<file path="src/rtl/rtd_sample_scheduler_spike_filter_macros.svh">
// ---------------------------------------------------------------------------
// RTD sample scheduler assertion macros
// Shared concurrent assertion forms for the scheduler and spike filter.
// ---------------------------------------------------------------------------
`ifndef RTD_SAMPLE_SCHEDULER_SPIKE_FILTER_MACROS_SVH
`define RTD_SAMPLE_SCHEDULER_SPIKE_FILTER_MACROS_SVH

// Same-cycle implication, disabled while reset is asserted.
`define RSSF_ASSERT_NOW(label, clk, rst_n, ante, cons) \
  label: assert property (@(posedge clk) disable iff (!(rst_n)) (ante) |-> (cons)) \
    else $error("rssf assertion failed");

// Next-cycle implication, disabled while reset is asserted.
`define RSSF_ASSERT_NEXT(label, clk, rst_n, ante, cons) \
  label: assert property (@(posedge clk) disable iff (!(rst_n)) (ante) |=> (cons)) \
    else $error("rssf assertion failed");

`endif

</file>
<file path="src/rtl/rssf_pkg.sv">
// ---------------------------------------------------------------------------
// RTD sample scheduler package
// Register indexes, reset values and shared types.
// ---------------------------------------------------------------------------
package rssf_pkg;

  localparam int unsigned CfgDataBits = 16;
  localparam int unsigned CfgIdxBits  = 3;
  localparam int unsigned FaultBits   = 8;
  localparam int unsigned RejBits     = 4;

  typedef enum logic [CfgIdxBits-1:0] {
    REG_READ_INTERVAL = 3'd0,
    REG_SETTLE        = 3'd1,
    REG_BAND_LOW      = 3'd2,
    REG_BAND_HIGH     = 3'd3,
    REG_JUMP_LIMIT    = 3'd4,
    REG_REJECT_LIMIT  = 3'd5
  } cfg_reg_e;

  localparam logic        [15:0] ResetReadInterval = 16'd1000;
  localparam logic        [15:0] ResetSettle       = 16'd100;
  localparam logic signed [15:0] ResetBandLow      = 16'sd0;
  localparam logic signed [15:0] ResetBandHigh     = 16'sd2560;
  localparam logic        [15:0] ResetJumpLimit    = 16'd400;
  localparam logic        [RejBits-1:0] ResetRejectLimit = 4'd10;

  // Opcode of an input beat.
  localparam logic OpTick   = 1'b0;
  localparam logic OpSample = 1'b1;

  typedef struct packed {
    logic        [15:0]        read_interval_ms;
    logic        [15:0]        settle_ms;
    logic signed [15:0]        band_low;
    logic signed [15:0]        band_high;
    logic        [15:0]        jump_limit;
    logic        [RejBits-1:0] reject_limit;
  } cfg_t;

  // Events from the scheduler for one beat.
  typedef struct packed {
    logic bias_on;
    logic read_request;
    logic clear_fault;
    logic good_sample;
  } sched_ev_t;

endpackage

</file>
<file path="src/rtl/rssf_if.sv">
// ---------------------------------------------------------------------------
// RTD sample scheduler channel interfaces
// Valid/ready channels for input beats and result beats.
// ---------------------------------------------------------------------------
interface rssf_in_if #(
  parameter int TEMP_BITS = 16
);
  logic                        valid;
  logic                        ready;
  logic                        op;
  logic signed [TEMP_BITS-1:0] sample_temp;
  logic        [7:0]           sample_fault;

  modport source (output valid, op, sample_temp, sample_fault, input ready);
  modport sink   (input valid, op, sample_temp, sample_fault, output ready);
endinterface

interface rssf_out_if #(
  parameter int TEMP_BITS = 16
);
  logic                        valid;
  logic                        ready;
  logic                        bias_on;
  logic                        read_request;
  logic                        clear_fault;
  logic                        accepted;
  logic                        rejected;
  logic        [7:0]           fault_seen;
  logic signed [TEMP_BITS-1:0] held_temp;
  logic                        held_valid;
  logic        [3:0]           reject_level;

  modport source (output valid, bias_on, read_request, clear_fault, accepted, rejected,
                  fault_seen, held_temp, held_valid, reject_level, input ready);
  modport sink   (input valid, bias_on, read_request, clear_fault, accepted, rejected,
                  fault_seen, held_temp, held_valid, reject_level, output ready);
endinterface

</file>
<file path="src/rtl/rssf_sched.sv">
// ---------------------------------------------------------------------------
// RTD sample scheduler conversion timing
// Millisecond timer, bias control and read request sequencing.
// ---------------------------------------------------------------------------
module rssf_sched #(
  parameter int TIMER_BITS = 16
) (
  input  logic                                clk_i,
  input  logic                                rst_ni,
  input  logic                                step_i,
  input  logic                                op_i,
  input  logic [rssf_pkg::FaultBits-1:0]      fault_i,
  input  logic [rssf_pkg::CfgDataBits-1:0]    read_interval_i,
  input  logic [rssf_pkg::CfgDataBits-1:0]    settle_i,
  output rssf_pkg::sched_ev_t                 ev_o,
  output logic [rssf_pkg::FaultBits-1:0]      fault_seen_o
);
  import rssf_pkg::*;

  localparam int TW = (TIMER_BITS > CfgDataBits) ? TIMER_BITS : CfgDataBits;
  localparam logic [TIMER_BITS-1:0] TimerMax = {TIMER_BITS{1'b1}};

  logic [TIMER_BITS-1:0] elapsed_q, elapsed_d, elapsed_inc;
  logic                  meas_q, meas_d;
  logic                  await_q, await_d;
  logic                  bias_q, bias_d;

  assign elapsed_inc = (elapsed_q == TimerMax) ? elapsed_q : elapsed_q + 1'b1;

  always_comb begin
    elapsed_d    = elapsed_q;
    meas_d       = meas_q;
    await_d      = await_q;
    bias_d       = bias_q;
    ev_o         = '0;
    fault_seen_o = '0;
    if (op_i == OpTick) begin
      elapsed_d = elapsed_inc;
      if (!meas_q) begin
        if (TW'(elapsed_inc) > TW'(read_interval_i)) begin
          elapsed_d = '0;
          bias_d    = 1'b1;
          meas_d    = 1'b1;
        end
      end else if (!await_q && (TW'(elapsed_inc) >= TW'(settle_i))) begin
        ev_o.read_request = 1'b1;
        await_d           = 1'b1;
      end
    end else if (await_q) begin
      await_d = 1'b0;
      bias_d  = 1'b0;
      if (fault_i != '0) begin
        ev_o.clear_fault = 1'b1;
        fault_seen_o     = fault_i;
      end else begin
        ev_o.good_sample = 1'b1;
        meas_d           = 1'b0;
      end
    end
    ev_o.bias_on = bias_d;
  end

  always_ff @(posedge clk_i or negedge rst_ni) begin
    if (!rst_ni) begin
      elapsed_q <= '0;
      meas_q    <= 1'b0;
      await_q   <= 1'b0;
      bias_q    <= 1'b0;
    end else if (step_i) begin
      elapsed_q <= elapsed_d;
      meas_q    <= meas_d;
      await_q   <= await_d;
      bias_q    <= bias_d;
    end
  end

endmodule

</file>
<file path="src/rtl/rssf_filter.sv">
// ---------------------------------------------------------------------------
// RTD sample scheduler spike filter
// Band check, jump limit and saturating reject count on good samples.
// ---------------------------------------------------------------------------
module rssf_filter #(
  parameter int TEMP_BITS = 16
) (
  input  logic                               clk_i,
  input  logic                               rst_ni,
  input  logic                               step_i,
  input  logic                               good_i,
  input  logic signed [TEMP_BITS-1:0]        temp_i,
  input  rssf_pkg::cfg_t                     cfg_i,
  output logic                               accepted_o,
  output logic                               rejected_o,
  output logic signed [TEMP_BITS-1:0]        held_temp_o,
  output logic                               held_valid_o,
  output logic [rssf_pkg::RejBits-1:0]       reject_level_o
);
  import rssf_pkg::*;

  localparam int CW = (TEMP_BITS > CfgDataBits) ? TEMP_BITS : CfgDataBits;
  localparam int DW = TEMP_BITS + 1;
  localparam int JW = (DW > CfgDataBits) ? DW : CfgDataBits;

  logic signed [TEMP_BITS-1:0] held_q, held_d;
  logic                        seeded_q, seeded_d;
  logic [RejBits-1:0]          rc_q, rc_d;

  logic signed [CW-1:0] t_x, lo_x, hi_x;
  logic signed [DW-1:0] diff;
  logic        [DW-1:0] mag;
  logic                 in_band, small_jump, take;

  assign t_x  = CW'(temp_i);
  assign lo_x = CW'(cfg_i.band_low);
  assign hi_x = CW'(cfg_i.band_high);
  assign in_band = (t_x >= lo_x) && (t_x <= hi_x);

  // Difference fits one extra bit, so the magnitude is exact.
  assign diff = DW'(temp_i) - DW'(held_q);
  assign mag  = diff[DW-1] ? DW'(-diff) : DW'(diff);
  assign small_jump = !seeded_q || (JW'(mag) <= JW'(cfg_i.jump_limit));
  assign take = in_band && (small_jump || (rc_q >= cfg_i.reject_limit));

  always_comb begin
    held_d     = held_q;
    seeded_d   = seeded_q;
    rc_d       = rc_q;
    accepted_o = 1'b0;
    rejected_o = 1'b0;
    if (good_i) begin
      if (take) begin
        held_d     = temp_i;
        seeded_d   = 1'b1;
        rc_d       = '0;
        accepted_o = 1'b1;
      end else begin
        if (rc_q < cfg_i.reject_limit) begin
          rc_d = rc_q + 1'b1;
        end
        rejected_o = 1'b1;
      end
    end
  end

  assign held_temp_o    = held_d;
  assign held_valid_o   = seeded_d;
  assign reject_level_o = rc_d;

  always_ff @(posedge clk_i or negedge rst_ni) begin
    if (!rst_ni) begin
      held_q   <= '0;
      seeded_q <= 1'b0;
      rc_q     <= '0;
    end else if (step_i) begin
      held_q   <= held_d;
      seeded_q <= seeded_d;
      rc_q     <= rc_d;
    end
  end

endmodule

</file>
<file path="src/rtl/rtd_sample_scheduler_spike_filter.sv">
// Schedules RTD conversions from 1 ms tick beats and filters the returned
// samples for plausibility and spikes. Every input beat, tick or sample,
// gives exactly one result beat. The block takes one beat per clock cycle
// unless backpressure on the result side holds it. A taken beat waits in
// the input register, and the single state-update path through the timer
// and the filter completes as the beat moves into the result register,
// which then offers the result beat.
// Backpressure on the result side stalls both registers, and a new input
// beat is still taken while a finished result waits, as long as the input
// register is empty. Configuration writes take effect at once and are
// expected only while no beats are in flight.
// ---------------------------------------------------------------------------
// RTD sample scheduler with spike filter, top level
// Input register, scheduler, filter, result register and configuration.
// ---------------------------------------------------------------------------
`include "rtd_sample_scheduler_spike_filter_macros.svh"

module rtd_sample_scheduler_spike_filter #(
  parameter int TEMP_BITS  = 16,
  parameter int TIMER_BITS = 16
) (
  input  logic                              clk_i,
  input  logic                              rst_ni,
  rssf_in_if.sink                           in_bus,
  rssf_out_if.source                        out_bus,
  input  logic                              cfg_we_i,
  input  logic [rssf_pkg::CfgIdxBits-1:0]   cfg_idx_i,
  input  logic [rssf_pkg::CfgDataBits-1:0]  cfg_wdata_i
);
  import rssf_pkg::*;

  // Configuration registers, written directly by the register port.
  cfg_t cfg_q;

  always_ff @(posedge clk_i or negedge rst_ni) begin
    if (!rst_ni) begin
      cfg_q.read_interval_ms <= ResetReadInterval;
      cfg_q.settle_ms        <= ResetSettle;
      cfg_q.band_low         <= ResetBandLow;
      cfg_q.band_high        <= ResetBandHigh;
      cfg_q.jump_limit       <= ResetJumpLimit;
      cfg_q.reject_limit     <= ResetRejectLimit;
    end else if (cfg_we_i) begin
      unique case (cfg_idx_i)
        REG_READ_INTERVAL: cfg_q.read_interval_ms <= cfg_wdata_i;
        REG_SETTLE:        cfg_q.settle_ms        <= cfg_wdata_i;
        REG_BAND_LOW:      cfg_q.band_low         <= $signed(cfg_wdata_i);
        REG_BAND_HIGH:     cfg_q.band_high        <= $signed(cfg_wdata_i);
        REG_JUMP_LIMIT:    cfg_q.jump_limit       <= cfg_wdata_i;
        REG_REJECT_LIMIT:  cfg_q.reject_limit     <= cfg_wdata_i[RejBits-1:0];
        default: ; // Writes beyond the register list are dropped.
      endcase
    end
  end

  // The input register advances whenever the result register is free or
  // is being emptied in this cycle, so the state update happens exactly
  // once per beat, at the edge where the beat moves into the result stage.
  logic                        in_valid_q;
  logic                        in_op_q;
  logic signed [TEMP_BITS-1:0] in_temp_q;
  logic [FaultBits-1:0]        in_fault_q;
  logic                        out_valid_q;
  logic                        step;
  logic                        in_take;

  assign step    = in_valid_q && (!out_valid_q || out_bus.ready);
  assign in_take = in_bus.valid && in_bus.ready;
  assign in_bus.ready = !in_valid_q || step;

  always_ff @(posedge clk_i or negedge rst_ni) begin
    if (!rst_ni) begin
      in_valid_q <= 1'b0;
    end else if (in_bus.ready) begin
      in_valid_q <= in_bus.valid;
    end
  end

  always_ff @(posedge clk_i) begin
    if (in_take) begin
      in_op_q    <= in_bus.op;
      in_temp_q  <= in_bus.sample_temp;
      in_fault_q <= in_bus.sample_fault;
    end
  end

  // Timer and bias sequencing.
  sched_ev_t            ev;
  logic [FaultBits-1:0] fault_seen;

  rssf_sched #(
    .TIMER_BITS (TIMER_BITS)
  ) u_sched (
    .clk_i           (clk_i),
    .rst_ni          (rst_ni),
    .step_i          (step),
    .op_i            (in_op_q),
    .fault_i         (in_fault_q),
    .read_interval_i (cfg_q.read_interval_ms),
    .settle_i        (cfg_q.settle_ms),
    .ev_o            (ev),
    .fault_seen_o    (fault_seen)
  );

  // Plausibility and spike filter; it only acts on a requested, fault-free
  // sample.
  logic                        f_acc, f_rej, f_valid;
  logic signed [TEMP_BITS-1:0] f_held;
  logic [RejBits-1:0]          f_level;

  rssf_filter #(
    .TEMP_BITS (TEMP_BITS)
  ) u_filter (
    .clk_i          (clk_i),
    .rst_ni         (rst_ni),
    .step_i         (step),
    .good_i         (ev.good_sample),
    .temp_i         (in_temp_q),
    .cfg_i          (cfg_q),
    .accepted_o     (f_acc),
    .rejected_o     (f_rej),
    .held_temp_o    (f_held),
    .held_valid_o   (f_valid),
    .reject_level_o (f_level)
  );

  // Result register: loads the post-beat state and event pulses.
  logic                        bias_q, req_q, clr_q, acc_q, rej_q, hv_q;
  logic [FaultBits-1:0]        fault_q;
  logic signed [TEMP_BITS-1:0] held_q;
  logic [RejBits-1:0]          level_q;

  always_ff @(posedge clk_i or negedge rst_ni) begin
    if (!rst_ni) begin
      out_valid_q <= 1'b0;
    end else if (!out_valid_q || out_bus.ready) begin
      out_valid_q <= in_valid_q;
    end
  end

  always_ff @(posedge clk_i) begin
    if (step) begin
      bias_q  <= ev.bias_on;
      req_q   <= ev.read_request;
      clr_q   <= ev.clear_fault;
      acc_q   <= f_acc;
      rej_q   <= f_rej;
      fault_q <= fault_seen;
      held_q  <= f_held;
      hv_q    <= f_valid;
      level_q <= f_level;
    end
  end

  assign out_bus.valid        = out_valid_q;
  assign out_bus.bias_on      = bias_q;
  assign out_bus.read_request = req_q;
  assign out_bus.clear_fault  = clr_q;
  assign out_bus.accepted     = acc_q;
  assign out_bus.rejected     = rej_q;
  assign out_bus.fault_seen   = fault_q;
  assign out_bus.held_temp    = held_q;
  assign out_bus.held_valid   = hv_q;
  assign out_bus.reject_level = level_q;

  // A beat waiting in the input register keeps its contents until it moves.
  `RSSF_ASSERT_NEXT(a_in_hold, clk_i, rst_ni, in_valid_q && !step, in_valid_q && $stable(in_op_q) && $stable(in_temp_q) && $stable(in_fault_q))
  // An accepted sample always seeds the held value and clears the count.
  `RSSF_ASSERT_NOW(a_acc_state, clk_i, rst_ni, out_valid_q && acc_q, hv_q && (level_q == '0) && !rej_q)
  // A fault clear reports the nonzero fault byte and drops the bias.
  `RSSF_ASSERT_NOW(a_clr_fault, clk_i, rst_ni, out_valid_q && clr_q, (fault_q != '0) && !bias_q)
  // A finished sample, good or faulty, never coincides with a read request.
  // The bias may be off here, since a fault clear keeps the measurement open.
  `RSSF_ASSERT_NOW(a_req_excl, clk_i, rst_ni, out_valid_q && req_q, !acc_q && !rej_q && !clr_q)

endmodule
</file>
<file path="src/flat_wrapper.sv">
// flat-port wrapper written by rule: the top's interface ports become plain ports
module rtd_sample_scheduler_spike_filter_flat import rssf_pkg::*;
#(
  parameter int TEMP_BITS  = 16,
  parameter int TIMER_BITS = 16
)
  (clk_i, rst_ni, cfg_we_i, cfg_idx_i, cfg_wdata_i, in_bus_valid, in_bus_op, in_bus_sample_temp, in_bus_sample_fault, in_bus_ready, out_bus_valid, out_bus_bias_on, out_bus_read_request, out_bus_clear_fault, out_bus_accepted, out_bus_rejected, out_bus_fault_seen, out_bus_held_temp, out_bus_held_valid, out_bus_reject_level, out_bus_ready);
  rssf_in_if #(.TEMP_BITS(TEMP_BITS)) in_bus_i ();
  rssf_out_if #(.TEMP_BITS(TEMP_BITS)) out_bus_i ();
  input  logic clk_i;
  input  logic rst_ni;
  input  logic cfg_we_i;
  input  logic [rssf_pkg::CfgIdxBits-1:0] cfg_idx_i;
  input  logic [rssf_pkg::CfgDataBits-1:0] cfg_wdata_i;
  input wire logic [$bits(in_bus_i.valid)-1:0] in_bus_valid;
  input wire logic [$bits(in_bus_i.op)-1:0] in_bus_op;
  input wire logic [$bits(in_bus_i.sample_temp)-1:0] in_bus_sample_temp;
  input wire logic [$bits(in_bus_i.sample_fault)-1:0] in_bus_sample_fault;
  output wire logic [$bits(in_bus_i.ready)-1:0] in_bus_ready;
  output wire logic [$bits(out_bus_i.valid)-1:0] out_bus_valid;
  output wire logic [$bits(out_bus_i.bias_on)-1:0] out_bus_bias_on;
  output wire logic [$bits(out_bus_i.read_request)-1:0] out_bus_read_request;
  output wire logic [$bits(out_bus_i.clear_fault)-1:0] out_bus_clear_fault;
  output wire logic [$bits(out_bus_i.accepted)-1:0] out_bus_accepted;
  output wire logic [$bits(out_bus_i.rejected)-1:0] out_bus_rejected;
  output wire logic [$bits(out_bus_i.fault_seen)-1:0] out_bus_fault_seen;
  output wire logic [$bits(out_bus_i.held_temp)-1:0] out_bus_held_temp;
  output wire logic [$bits(out_bus_i.held_valid)-1:0] out_bus_held_valid;
  output wire logic [$bits(out_bus_i.reject_level)-1:0] out_bus_reject_level;
  input wire logic [$bits(out_bus_i.ready)-1:0] out_bus_ready;
  assign in_bus_i.valid = in_bus_valid;
  assign in_bus_i.op = in_bus_op;
  assign in_bus_i.sample_temp = in_bus_sample_temp;
  assign in_bus_i.sample_fault = in_bus_sample_fault;
  assign in_bus_ready = in_bus_i.ready;
  assign out_bus_valid = out_bus_i.valid;
  assign out_bus_bias_on = out_bus_i.bias_on;
  assign out_bus_read_request = out_bus_i.read_request;
  assign out_bus_clear_fault = out_bus_i.clear_fault;
  assign out_bus_accepted = out_bus_i.accepted;
  assign out_bus_rejected = out_bus_i.rejected;
  assign out_bus_fault_seen = out_bus_i.fault_seen;
  assign out_bus_held_temp = out_bus_i.held_temp;
  assign out_bus_held_valid = out_bus_i.held_valid;
  assign out_bus_reject_level = out_bus_i.reject_level;
  assign out_bus_i.ready = out_bus_ready;
  rtd_sample_scheduler_spike_filter #(.TEMP_BITS(TEMP_BITS), .TIMER_BITS(TIMER_BITS)) u_core (.clk_i(clk_i), .rst_ni(rst_ni), .in_bus(in_bus_i), .out_bus(out_bus_i), .cfg_we_i(cfg_we_i), .cfg_idx_i(cfg_idx_i), .cfg_wdata_i(cfg_wdata_i));
endmodule
</file>
<file path="config.mk">
export PLATFORM = sky130hd
export DESIGN_NAME = rtd_sample_scheduler_spike_filter_flat
export DESIGN_NICKNAME = d
export VERILOG_FILES = /design/src/rtl/rssf_pkg.sv /design/src/rtl/rssf_if.sv /design/src/rtl/rssf_sched.sv /design/src/rtl/rssf_filter.sv /design/src/rtl/rtd_sample_scheduler_spike_filter.sv /design/src/flat_wrapper.sv
export VERILOG_INCLUDE_DIRS = /design/src /design/src/rtl
export SDC_FILE = /design/constraint.sdc
export NUM_CORES = 1
export LEC_CHECK = 0
export ABC_AREA = 1
export ABC_CLOCK_PERIOD_IN_PS = 4750
export BUFFER_PORTS_ARGS = -buffer_cell sky130_fd_sc_hd__buf_2
export CAP_MARGIN = 20
export CORE_UTILIZATION = 45
export DETAILED_ROUTE_END_ITERATION = 8
export GPL_ROUTABILITY_DRIVEN = 1
export GPL_TIMING_DRIVEN = 0
export PLACE_DENSITY = 0.73
export SLEW_MARGIN = 20
export SYNTH_ARGS = -nofsm -noshare
export SYNTH_HDL_FRONTEND = slang
export SYNTH_SLANG_ARGS = --single-unit
</file>
<file path="constraint.sdc">
create_clock -name clk_i -period 4.75 [get_ports clk_i]
set_input_delay 0.95 -clock clk_i [delete_from_list [all_inputs] [get_ports clk_i]]
set_output_delay 0.95 -clock clk_i [all_outputs]
set_load 0.005 [all_outputs]
</file>
# == Word-level counts from Yosys, hierarchy flattened ==
# Index checks and enable logic that the tools add are counted.
# totals
wordCells,107
n_memories,0
regBits,185
ramBits,0
latchBits,0
mem_bits_ro,0
# op_classes
eq_ne,8
n_mul,0
n_reduce_logical,29
magnitude_cmp,7
n_div,0
muxes,30
addsub,4
shift,0
bitwise,2
# op_table
cell,count
$mux 16,5
$ge 16x16->1,2
$mux 1,21
$le 17x16->1,1
$mux 17,1
$neg 17->17,1
$sub 16x16->17,1
$add 16x1->16 const B,1
$eq 16x16->1 const B,1
$gt 16x16->1,1
$le 16x16->1,1
$reduce_and 2->1,8
$mux 4,3
$reduce_and 3->1,3
$reduce_bool 8->1,1
$eq 3x2->1 const B,2
$eq 3x3->1 const B,2
$logic_and 1x1->1,5
$add 4x1->4 const B,1
$ge 4x4->1,1
$logic_not 1->1,4
$logic_or 1x1->1,4
$lt 4x4->1,1
$ne 2x2->1 const B,2
5 further kinds,7

# == Longest topological paths before layout ==
# Gate-level depths: netlist of run 1.
# depth
depth_word,9
ltp_mapped,38
depth_no_buf,36

# == Hierarchy ==
# A second synthesis of run 1 with hierarchy kept.
# unflattened
cells_unflattened,1430
area_unflattened_um2,11568.6
# modules_own_cells
mod,instances,seq_area_each_um2,cells_per_inst,area_per_inst_um2
rtd_sample_scheduler_spike_filter,1,3943.8,445,5222.5
rssf_filter,1,525.5,652,4132.7
rssf_sched,1,475.5,333,2213.4

# == Worst setup path before layout of run 1 ==
# OpenSTA, ideal clock, no wires.
# synth_timing
path_type,flip-flop to flip-flop
start,reg u_core.in_temp_q[0]
end,"reg u_core.held_q[0], in the netlist u_core.out_bus.held_temp[0], data pin"
required_ps,4492
synth_period_minus_slack_ps,3992
arrival_time_ps,3734
setup_slack_ps,758
path_stages_with_launch,39
cell_sequence,edfxtp_1 inv_1 ha_1 fa_1 inv_1 nand3_1 nand2_1 nand2_1 nand3_1 nand3_1 nand2_1 nand2_1 nand2_1 clkbuf_1 a21oi_1 xor2_1 inv_1 ha_1 (+3 left out) nand2_1 nand2_1 nand4_1 nand2_1 nand2_1 nand2_1 nand2_1 nand2_1 nand2_1 nand2_1 nand2_1 nand2_1 nand2_2 nor2_4 buf_6 clkinv_2 nand2_1 o21ai_1
# synth_between
elab_chain_cells,9
elab_cells_between_ends,12
classes_between,2 x add/sub; 3 x order compare; 3 x mux; 4 x reduce/logical
# synth_rtl
element,line_no,source
from (decl),rtd_sample_scheduler_spike_filter.sv:61,logic signed [TEMP_BITS-1:0] in_temp_q;
from (signal assigned),rtd_sample_scheduler_spike_filter.sv:82,in_temp_q <= in_bus.sample_temp;
$sub 16x16->17,rssf_filter.sv:41,assign diff = DW'(temp_i) - DW'(held_q);
$neg 17->17,rssf_filter.sv:42,assign mag = diff[DW-1] ? DW'(-diff) : DW'(diff);
$mux 17,rssf_filter.sv:42,
$le 17x16->1,rssf_filter.sv:43,assign small_jump = !seeded_q || (JW'(mag) <= JW'(cfg_i.jump_limit));
$logic_or 1x1->1,rssf_filter.sv:43,
$logic_or 1x1->1,rssf_filter.sv:44,assign take = in_band && (small_jump || (rc_q >= cfg_i.reject_limit));
$logic_and 1x1->1,rssf_filter.sv:44,
$mux 16 (*),rssf_filter.sv:53,if (take) begin
$mux 16 (*),rssf_filter.sv:52,if (good_i) begin
named net u_core.f_held[0],rtd_sample_scheduler_spike_filter.sv:108,logic signed [TEMP_BITS-1:0] f_held;
to (signal assigned),rtd_sample_scheduler_spike_filter.sv:149,held_q <= f_held;
to (decl),rtd_sample_scheduler_spike_filter.sv:130,logic signed [TEMP_BITS-1:0] held_q;
# The timed path passes the listed nets; every way through them passes the cells marked *.
# A chain may end at the register's enable or synchronous reset.

# == Worst setup path after layout of run 1 ==
# layout_timing
start,reg u_core.in_temp_q[0]
end,"reg u_core.held_q[15], in the netlist u_core.out_bus.held_temp[15], data pin"
# layout_between
elab_chain_cells,9
elab_cells_between_ends,12
classes_between,2 x add/sub; 3 x order compare; 3 x mux; 4 x reduce/logical
# layout_rtl
element,line_no
$sub 16x16->17,rssf_filter.sv:41
$neg 17->17,rssf_filter.sv:42
$mux 17,rssf_filter.sv:42
$le 17x16->1,rssf_filter.sv:43
$logic_or 1x1->1,rssf_filter.sv:43
$logic_or 1x1->1,rssf_filter.sv:44
$logic_and 1x1->1 (*),rssf_filter.sv:44
$mux 16 (*),rssf_filter.sv:53
$mux 16 (*),rssf_filter.sv:52
named net u_core.f_held[15],rtd_sample_scheduler_spike_filter.sv:108
# Marks and branches as above.

==> results.json, run 1 <==
{
  "syn-cell-area_um2": 10930,
  "fillers": 2186,
  "grt_pass1_wl_um": 42480,
  "ant_nets": 0,
  "use_met1": 0.2810,
  "place_area_um2": 11810,
  "switching_power_w": 0.001747,
  "peakVddDrop_v": 0.0002029,
  "cts_buffers": 17,
  "p_leak_nw": 6.321,
  "fin_skew_ns": 0.01298,
  "setup_viol": 0,
  "worst_pin_slew_ns": 0.6545,
  "tritoncts": "yes",
  "fin_hold_ws_ns": 0.4308,
  "p_sw_frac": 0.3372,
  "endpoint_kind": "flop",
  "cts_hold_buf": 0,
  "drive_gt1_frac": 0.1378,
  "p_int_w": 0.003434,
  "wire_per_inst_um": 14.75,
  "max_freq_mhz": 227.5,
  "worst-path-buf-inv": 5,
  "grt_util_met3": 0.03969,
  "dr.pass1.iters": 5,
  "synthArstFlopShare": 0.6811,
  "root_buffer": "clkbuf_16",
  "comb_power_share": 0.292,
  "place.gp.congestion": 0.9074,
  "synth_seq_area_share": 0.4525,
  "viasPerCell": 5.064,
  "p_per_area_nw_per_um2": 410.9,
  "path_class": "reg -> reg",
  "area_growth_pct": 15.38,
  "synthSimpleGateAreaFrac": 0.2059,
  "period_needed_ns": 4.395,
  "io_buffers": 84,
  "die-area_um2": 24910,
  "final_area_um2": 12610,
  "synth_warnings": 0,
  "seq_power_share": 0.404,
  "reg2regPathDepth": 32,
  "die_w_um": 157.8,
  "synth_ff_type": "dfrtp_1",
  "drt-initial-drc-count": 561,
  "grt_util_all_layers": 0.2213,
  "rows": 56,
  "hold_violations": 0,
  "required_ns": 4.94,
  "synth_compound_area_frac": 0.1010,
  "synth_top_family_by_area": "simple AND/OR/NAND/NOR gates",
  "grt.met2_usage": 0.3738,
  "final_util": 0.5339,
  "clk_path_buf_depth": 2,
  "grt_overflow": 0,
  "path_clk_slew_ns": 0.07,
  "maxSlewHeadroom": 0.5636,
  "total_power_w": 0.005181,
  "yosys-mux-area-fraction": 0,
  "io_pins": 85,
  "wirelength_um": 26030,
  "slowest_stage": "edfxtp_1",
  "clk_latency_ns": 0.44,
  "dp_hpwl_um": 19800,
  "rr_startpoint": "u_core.in_temp_q[0]",
  "outcome": "finished, final reports clean",
  "antenna_found_initial": 2,
  "synth_edf_count": 59,
  "ys_types": 48,
  "fin_nets": 1584,
  "htreeDepth": 4,
  "clkSinkCount": 185,
  "cp_num_cells": 32,
  "max_stage_delay_ns": 0.37,
  "hold_class": "in -> async",
  "startpoint_type": "flop",
  "r2r-end": "u_core.out_bus.held_temp[15]",
  "die_h_um": 157.8,
  "synth_area_per_cell_um2": 8.297,
  "core_um2": 23610,
  "vias": 8938,
  "syn-num-nets": 1470,
  "drc": 0,
  "synth_fa_ha_area_frac": 0.1198,
  "synth-xor-area-share": 0.02416,
  "power_frac_clock": 0.304,
  "grt_pass1_vias": 8657,
  "slew_violations": 0,
  "crit_path_frequent_cell": "nand2_1",
  "maxCapViolations": 0,
  "cp_max_fo": 11,
  "initial_core_util": 0.4627,
  "busiest_layer": "met2",
  "ff_latch_area_um2": 4945,
  "fin_crit_sh": 0.9252,
  "postSynthCellCount": 1317,
  "grt_max_degree": 65,
  "arrival_ns": 4.58,
  "critPathTopFamily": "simple AND/OR/NAND/NOR gates",
  "reg2reg_slack_ns": 0.36,
  "multi_input_area_um2": 4970,
  "ys_ff_latch": 185
}
-- how the worst max path moves through the flow --
stage	slack, ns	to	startpoint
after global routing	-0.03	u_core.out_bus.held_temp[13]	u_core.in_temp_q[0]
final	0.36	u_core.out_bus.held_temp[15]	u_core.in_temp_q[0]
after floorplan	0.76	u_core.out_bus.held_temp[0]	u_core.in_temp_q[0]
after detailed placement	-0.02	u_core.out_bus.held_temp[0]	u_core.in_temp_q[0]
after CTS	0.04	u_core.out_bus.held_temp[0]	u_core.in_temp_q[0]
after global placement	0.09	u_core.out_bus.held_temp[0]	u_core.in_temp_q[0]
-- flip-flops by register name, indices dropped and copies added (netlist names), 4 cells and up --
register and count:
u_core.in_temp_q 16, u_core.in_fault_q 8, u_core.u_sched.elapsed_q 16, u_core.u_filter.rc_q 4, u_core.out_bus.held_temp 16, u_core.out_bus.reject_level 4
u_core.out_bus.fault_seen 8, u_core.cfg_q 84, u_core.u_filter.held_q 16
-- worst reg2reg max path, delay by kind of cell, from the launching register on --
family | cells | cell delay (ns)
adder cells (fa/ha/maj) | 3 | 0.86
XOR/XNOR | 1 | 0.15
flip-flops | 1 | 0.37
AND/OR/NAND/NOR | 20 | 1.74
buffers and inverters | 5 | 0.63
AO/OA/AOI/OAI | 3 | 0.39
-- what timing repair did --
item	CTS	global route
endpoints found under the setup margin	4	53
resized for setup	0	20
setup buffers	0	9
pin swaps	0	1
cloned	0	1
-- routing by layer --
| metal | routed length [um] | part of all wire |
|---|---|---|
| met1 | 11520 | 0.44 |
| met2 | 12690 | 0.49 |
| met3 | 1052 | 0.040 |
| met4 | 756 | 0.029 |
| met5 | 0 | 0 |
-- power by group through the flow --
stage | Combinational, W | Clock [W] | Sequential (W)
final | 0.00151 | 0.00158 | 0.00209
after global routing | 0.00176 | 0.00166 | 0.00212
after CTS | 0.00150 | 0.00160 | 0.00209
after detailed placement | 0.00149 | 0 | 0.00212
after global placement | 0.00141 | 0 | 0.00212
after floorplan | 0.00108 | 0 | 0.00208
-- through the flow --
stage / setup WS (ns) / TNS (ns) / cells
CTS: 0.04289 / 0 / 1753
detailed placement: -0.01706 / -0.01706 / 1722
global route: -0.02526 / -0.06139 / 1763
floorplan: 0.7580 / 0 / 1317
global placement: 0.09423 / 0 / 1720
finish: 0.3553 / 0 / 1765
-- synthesized netlist by cell type (all sizes together) (2+ instances only) --
master / count / area share
inv: 241 / 0.083
nand3: 56 / 0.031
a31oi: 3 / 0.0017
a21oi: 47 / 0.023
clkinv: 2 / 0.00080
ha: 103 / 0.12
edfxtp: 59 / 0.16
o21ai: 127 / 0.059
o211ai: 3 / 0.0021
nand2: 349 / 0.12
dfrtp: 110 / 0.25
nor3: 13 / 0.0060
xor2: 17 / 0.015
o22ai: 13 / 0.0074
nor2: 77 / 0.029
nand4: 19 / 0.011
a211oi: 4 / 0.0027
buf: 9 / 0.0065
xnor2: 11 / 0.0088
nand3b: 7 / 0.0048
dfstp: 16 / 0.038
clkbuf: 19 / 0.0065
-- area by class of cell --
| class | count | area share |
|---|---|---|
| repair buffers | 96 | 0.04526 |
| clock inverters | 13 | 0.01667 |
| flip-flops and latches | 185 | 0.3922 |
| multi-input cells | 861 | 0.3942 |
| diodes | 2 | 0.0003970 |
| inverters | 243 | 0.07255 |
| clock buffers | 19 | 0.03513 |
| well taps | 319 | 0.03166 |
| plain buffers | 27 | 0.01191 |
-- cells in the final DEF (no fill, tap or decap), drive strengths merged, types with 19 or more instances in the layout --
cell and count:
edfxtp 59, nand3 56, inv 247, dfrtp 110, clkbuf 39, nand4 19, o21ai 127, nor2 77
a21oi 47, buf 103, ha 103, nand2 349
-- cells by family (layout without fill, tap and decap cells) --
| group | Yosys count | in the layout |
|---|---|---|
| AND/OR/NAND/NOR | 525 | 525 |
| buffers and inverters | 271 | 398 |
| AO/OA/AOI/OAI | 204 | 204 |
| flip-flops | 185 | 185 |
| adder cells (fa/ha/maj) | 104 | 104 |
| XOR/XNOR | 28 | 28 |
| other | 0 | 2 |
No activity file was read; power rests on OpenSTA's default activity.
==> inputs of run 2 (changes only) <==
- ABC_CLOCK_PERIOD_IN_PS: 4750 -> 4600
- clock period: 4.75 -> 4.6 ns (I/O delays scaled with it)
==> run 2 against run 1 <==
Compared with the run above: cell count rose by 0.91%; core utilization rose by 0.93 points; sequential share of layout area fell by 0.67 points; critical endpoint is now u_core.out_bus.held_temp[14].
==> results.json, run 2 (synthesized netlist as in run 1, its figures left out) <==
{
  "fillers": 2145,
  "rows": 56,
  "drc": 0,
  "critPathTopFamily": "simple AND/OR/NAND/NOR gates",
  "io_buffers": 84,
  "largest_reg_flops": 84,
  "crit_path_frequent_cell": "nand2_1",
  "viasPerCell": 5.066,
  "die_w_um": 157.8,
  "maxCapViolations": 0,
  "die_h_um": 157.8,
  "endpoint_kind": "flop",
  "p_per_area_nw_per_um2": 419.9,
  "period_needed_ns": 4.277,
  "htreeDepth": 4,
  "die-area_um2": 24910,
  "required_ns": 4.79,
  "cp_max_fo": 10,
  "clk_path_buf_depth": 2,
  "cts_hold_buf": 0,
  "place_area_um2": 11810,
  "path_class": "reg -> reg",
  "dr.pass1.iters": 5,
  "grt_util_all_layers": 0.2216,
  "use_met1": 0.2807,
  "io_pins": 85,
  "worst-path-buf-inv": 5,
  "final_util": 0.5432,
  "largest_register": "u_core.cfg_q",
  "max_freq_mhz": 233.8,
  "final_area_um2": 12830,
  "worst_pin_slew_ns": 0.6571,
  "grt.met2_usage": 0.3732,
  "slowest_stage": "fa_2",
  "initial_core_util": 0.4627,
  "wirelength_um": 26450,
  "core_um2": 23610,
  "grt_overflow": 0,
  "setup_viol": 0,
  "cts_buffers": 17,
  "fin_crit_sh": 0.9297,
  "startpoint_type": "flop",
  "root_buffer": "clkbuf_16",
  "hold_class": "in -> async",
  "final_common_cell": "nand2_1",
  "antenna_found_initial": 2,
  "p_leak_nw": 6.403,
  "dp_hpwl_um": 19800,
  "vias": 9023,
  "grt_pass1_wl_um": 42510,
  "fin_setup_tns_ns": 0,
  "drt-initial-drc-count": 634,
  "grt_pass1_vias": 8665,
  "fin_nets": 1600,
  "final_cell_mix": "336 x nand2_1, 233 x inv_1, 110 x dfrtp_1",
  "max_stage_delay_ns": 0.57,
  "drive_gt1_frac": 0.1568,
  "fin_skew_ns": 0.01304,
  "grt_util_met3": 0.04079,
  "hold_violations": 0,
  "path_clk_slew_ns": 0.07,
  "clk_latency_ns": 0.44,
  "place.gp.congestion": 0.9074,
  "outcome": "finished, final reports clean",
  "busiest_layer": "met2",
  "wire_per_inst_um": 14.85,
  "grt_max_degree": 65,
  "arrival_ns": 4.47,
  "peakVddDrop_v": 0.0002084,
  "clkSinkCount": 185,
  "area_growth_pct": 17.39,
  "tritoncts": "yes",
  "slew_violations": 0,
  "maxSlewHeadroom": 0.5619,
  "ant_nets": 0
}
==> run 2: changes by cell type in the layout (fill, tap and decap cells not counted), moves of 2 or more <==
cell,change
a21oi_2,+2
buf_4,+15
nand2_1,-2
ha_4,+5
nand2_2,+3
ha_1,-6
a21oi_1,-2
==> run 2: path summary, 6_finish.rpt <==
kind / from / to / slack [ns] / cells past startpoint
worst max-delay path: u_core.in_temp_q[0] / u_core.out_bus.held_temp[14] / 0.32 / 29
worst min-delay path: rst_ni / u_core.u_filter.held_q[4] / 0.40 / 1
worst max register to register: u_core.in_temp_q[0] / u_core.out_bus.held_temp[14] / 0.32 / 29
worst min register to register: u_core.u_filter.held_q[10] / u_core.u_filter.held_q[10] / 0.47 / 2
max in group asynchronous: rst_ni / u_core.cfg_q[75] / 3.46 / 2
min in group clk_i: u_core.u_filter.held_q[10] / u_core.u_filter.held_q[10] / 0.47 / 2
==> run 2: final cells by class <==
cell class / instances / area [um^2] / area share
repair buffers: 111 / 683.2 / 0.05326
well taps: 319 / 399.1 / 0.03112
clock inverters: 13 / 210.2 / 0.01639
flip-flops and latches: 185 / 4945 / 0.3855
diodes: 2 / 5.005 / 0.0003902
plain buffers: 28 / 165.2 / 0.01288
clock buffers: 19 / 442.9 / 0.03453
inverters: 243 / 917.1 / 0.07150
multi-input cells: 861 / 5060 / 0.3945
==> run 2: where the power goes <==
| part | internal (W) | leakage [nW] | switching, W |
|---|---|---|---|
| registers | 0.00200 | 2.16 | 0.000162 |
| logic | 0.000629 | 3.92 | 0.000973 |
| clock network | 0.000945 | 0.321 | 0.000682 |
| total | 0.00357 | 6.40 | 0.00182 |
==> run 2: through the flow <==
| stage | hold slack, ns | worst slack (ns) | power, W | std cells |
|---|---|---|---|---|
| 2_1_floorplan | 0.4330 | 0.6080 | 0.003266 | 1317 |
| 3_3_place_gp | 0.4531 | -0.05577 | 0.003646 | 1720 |
| 3_5_place_dp | 0.4589 | -0.1671 | 0.003722 | 1722 |
| 4_1_cts | 0.4209 | 0.03159 | 0.005364 | 1755 |
| 5_1_grt | 0.4324 | -0.03498 | 0.005770 | 1779 |
| 6_report | 0.3973 | 0.3233 | 0.005387 | 1781 |
==> run 2: what timing repair did <==
action                                  CTS  global route
gates resized for setup                   5            35
endpoints found under the setup margin   51            53
gates cloned                              0             1
setup buffers                             1            23
pin swaps                                 1             9
==> run 2: worst register-to-register path: cells and delay by family, from the launching register on <==
kind | cells | cell delay, ns
XOR/XNOR | 1 | 0.14
AND/OR/NAND/NOR | 16 | 1.43
AO/OA/AOI/OAI | 3 | 0.42
flip-flops | 1 | 0.37
buffers and inverters | 5 | 0.51
adder cells (fa/ha/maj) | 4 | 1.17
==> run 2: metal layers <==
metal / vias to the layer above / part of all wire
li1: 4506 / -
met3: 52 / 0.046
met1: 4256 / 0.43
met2: 209 / 0.49
met5: - / 0
met4: 0 / 0.033
==> inputs of run 3 (changes only) <==
- PLACE_DENSITY: 0.73 -> 0.68
- SETUP_SLACK_MARGIN: default -> 0.05
- TNS_END_PERCENT: default -> 1
==> run 3 against run 2 <==
Compared with the run above: critical path type unchanged; die area is the same; global-route usage increased by 0.11 points; non-clock buffer count is 9 lower; core utilization is 0.72 points lower; setup slack lost 0.086 ns; first-iteration DRC count shrank 0.16%; register-to-register slack got worse by 0.09 ns; clock skew fell by 0.0045 ns; maximum frequency shrank 2.0%; worst hold slack worse by 0.047 ns.
==> results.json, run 3 (synthesized netlist as in run 1, its figures left out) <==
{
  "outcome": "finished, final reports clean",
  "path_class": "reg -> reg",
  "cp_max_fo": 10,
  "dp_hpwl_um": 19640,
  "largest_register": "u_core.cfg_q",
  "ff_latch_area_um2": 4945,
  "path_clk_slew_ns": 0.07,
  "rows": 56,
  "grt_overflow": 0,
  "die_w_um": 157.8,
  "crit_path_frequent_cell": "nand2_1",
  "io_buffers": 84,
  "multi_input_area_um2": 5005,
  "initial_core_util": 0.4627,
  "max_stage_delay_ns": 0.57,
  "root_buffer": "clkbuf_16",
  "maxSlewHeadroom": 0.5703,
  "fin_skew_ns": 0.008566,
  "largest_reg_flops": 84,
  "slew_violations": 0,
  "die-area_um2": 24910,
  "io_pins": 85,
  "antenna_found_initial": 0,
  "area_growth_pct": 15.84,
  "numPlacedInstances": 1722,
  "wire_per_inst_um": 14.79,
  "die_h_um": 157.8,
  "hold_violations": 0,
  "clk_path_buf_depth": 2,
  "final_cell_mix": "338 x nand2_1, 233 x inv_1, 110 x dfrtp_1",
  "fillers": 2189,
  "wirelength_um": 26180,
  "worst_pin_slew_ns": 0.6445,
  "tritoncts": "yes",
  "maxCapViolations": 0,
  "fin_setup_tns_ns": 0,
  "period_needed_ns": 4.362,
  "htreeDepth": 4,
  "cts_buffers": 17,
  "fin_crit_sh": 0.9483,
  "fin_nets": 1591,
  "vias": 8896,
  "hold_class": "in -> async",
  "place.gp.congestion": 0.9337,
  "grt_pass1_wl_um": 42580,
  "slowest_stage": "fa_2",
  "viasPerCell": 5.026,
  "final_common_cell": "nand2_1",
  "rsz0062_at_grt": "yes",
  "p_per_area_nw_per_um2": 415.8,
  "drive_gt1_frac": 0.1482,
  "clk_latency_ns": 0.44,
  "grt_max_degree": 93,
  "startpoint_type": "flop",
  "n_antenna_cell": 0,
  "clkSinkCount": 185,
  "endpoint_kind": "flop",
  "instances_no_fill": 1770,
  "required_ns": 4.79,
  "drt-initial-drc-count": 633,
  "max_freq_mhz": 229.2,
  "ant_nets": 0,
  "drc": 0,
  "arrival_ns": 4.55,
  "core_um2": 23610,
  "peakVddDrop_v": 0.0001803,
  "fin_hold_ws_ns": 0.3501,
  "grt_pass1_vias": 8533,
  "dr.pass1.iters": 5,
  "p_leak_nw": 6.342,
  "setup_viol": 0,
  "grt_util_all_layers": 0.2227
}
run 3: cell types whose count changed in the layout (fill, tap and decap cells not counted), moves of 3 or more:
cell,delta
buf_4,-10
clkinvlp_4,+3
ha_1,+5
ha_4,-5
run 3: metrics by stage:
| step | util | setup WS [ns] | total power [W] | instance area, um^2 |
|---|---|---|---|---|
| after global placement | 0.4975 | -0.1098 | 0.003648 | 11750 |
| final | 0.5360 | 0.2376 | 0.005263 | 12660 |
| after detailed placement | 0.4999 | -0.1920 | 0.003719 | 11810 |
| after global routing | 0.5360 | -0.04275 | 0.005636 | 12660 |
| after CTS | 0.5274 | 0.06464 | 0.005256 | 12450 |
| after floorplan | - | 0.6080 | 0.003266 | 10930 |
run 3: worst paths after layout:
kind                            slack (ns)                      endpoint                     start  depth (start not counted)
worst min-delay path                  0.35     u_core.u_filter.held_q[4]                    rst_ni                          1
min in group clk_i                    0.47      u_core.u_filter.seeded_q  u_core.u_filter.seeded_q                          2
max in group asynchronous             3.47              u_core.cfg_q[54]                    rst_ni                          2
worst max-delay path                  0.24  u_core.out_bus.held_temp[11]       u_core.in_temp_q[0]                         29
worst min register to register        0.47      u_core.u_filter.seeded_q  u_core.u_filter.seeded_q                          2
worst max register to register        0.24  u_core.out_bus.held_temp[11]       u_core.in_temp_q[0]                         29
run 3: layer usage:
metal	routed length [um]	vias up	global-route usage
li1	-	4480	-
met1	12120	4220	0.2915
met2	12780	172	0.3820
met3	1007	24	0.03641
met4	264	0	0.05594
met5	0	-	0
run 3: what timing repair did:
| item | in CTS | in global routing |
|---|---|---|
| gates cloned | 0 | 1 |
| setup buffers | 1 | 14 |
| gates resized for setup | 9 | 22 |
| setup endpoints to repair | 51 | 53 |
| hold endpoints to repair | 0 | 0 |
| hold buffers | 0 | 0 |
| pin swaps | 2 | 6 |
run 3: layout make-up:
| cell class | instances | share of cell area |
|---|---|---|
| multi-input cells | 861 | 0.3954 |
| flip-flops and latches | 185 | 0.3907 |
| inverters | 243 | 0.07246 |
| repair buffers | 102 | 0.04864 |
| clock buffers | 17 | 0.03361 |
| well taps | 319 | 0.03153 |
| clock inverters | 15 | 0.01493 |
| plain buffers | 28 | 0.01275 |
run 3: critical path, delay by kind of cell, from the launching register on:
| kind | cells | cell delay [ns] |
|---|---|---|
| buffers and inverters | 5 | 0.54 |
| and+or+nand+nor | 16 | 1.41 |
| DFF | 1 | 0.39 |
| AOI/OAI and AO/OA | 3 | 0.33 |
| xor gates and xnor gates | 1 | 0.18 |
| adders and majority gates | 4 | 1.24 |
run 3: where the power goes:
part / internal (W) / switching [W]
combinational: 0.000609 / 0.000957
clock: 0.000825 / 0.000710
sequential: 0.00200 / 0.000165
total: 0.00343 / 0.00183
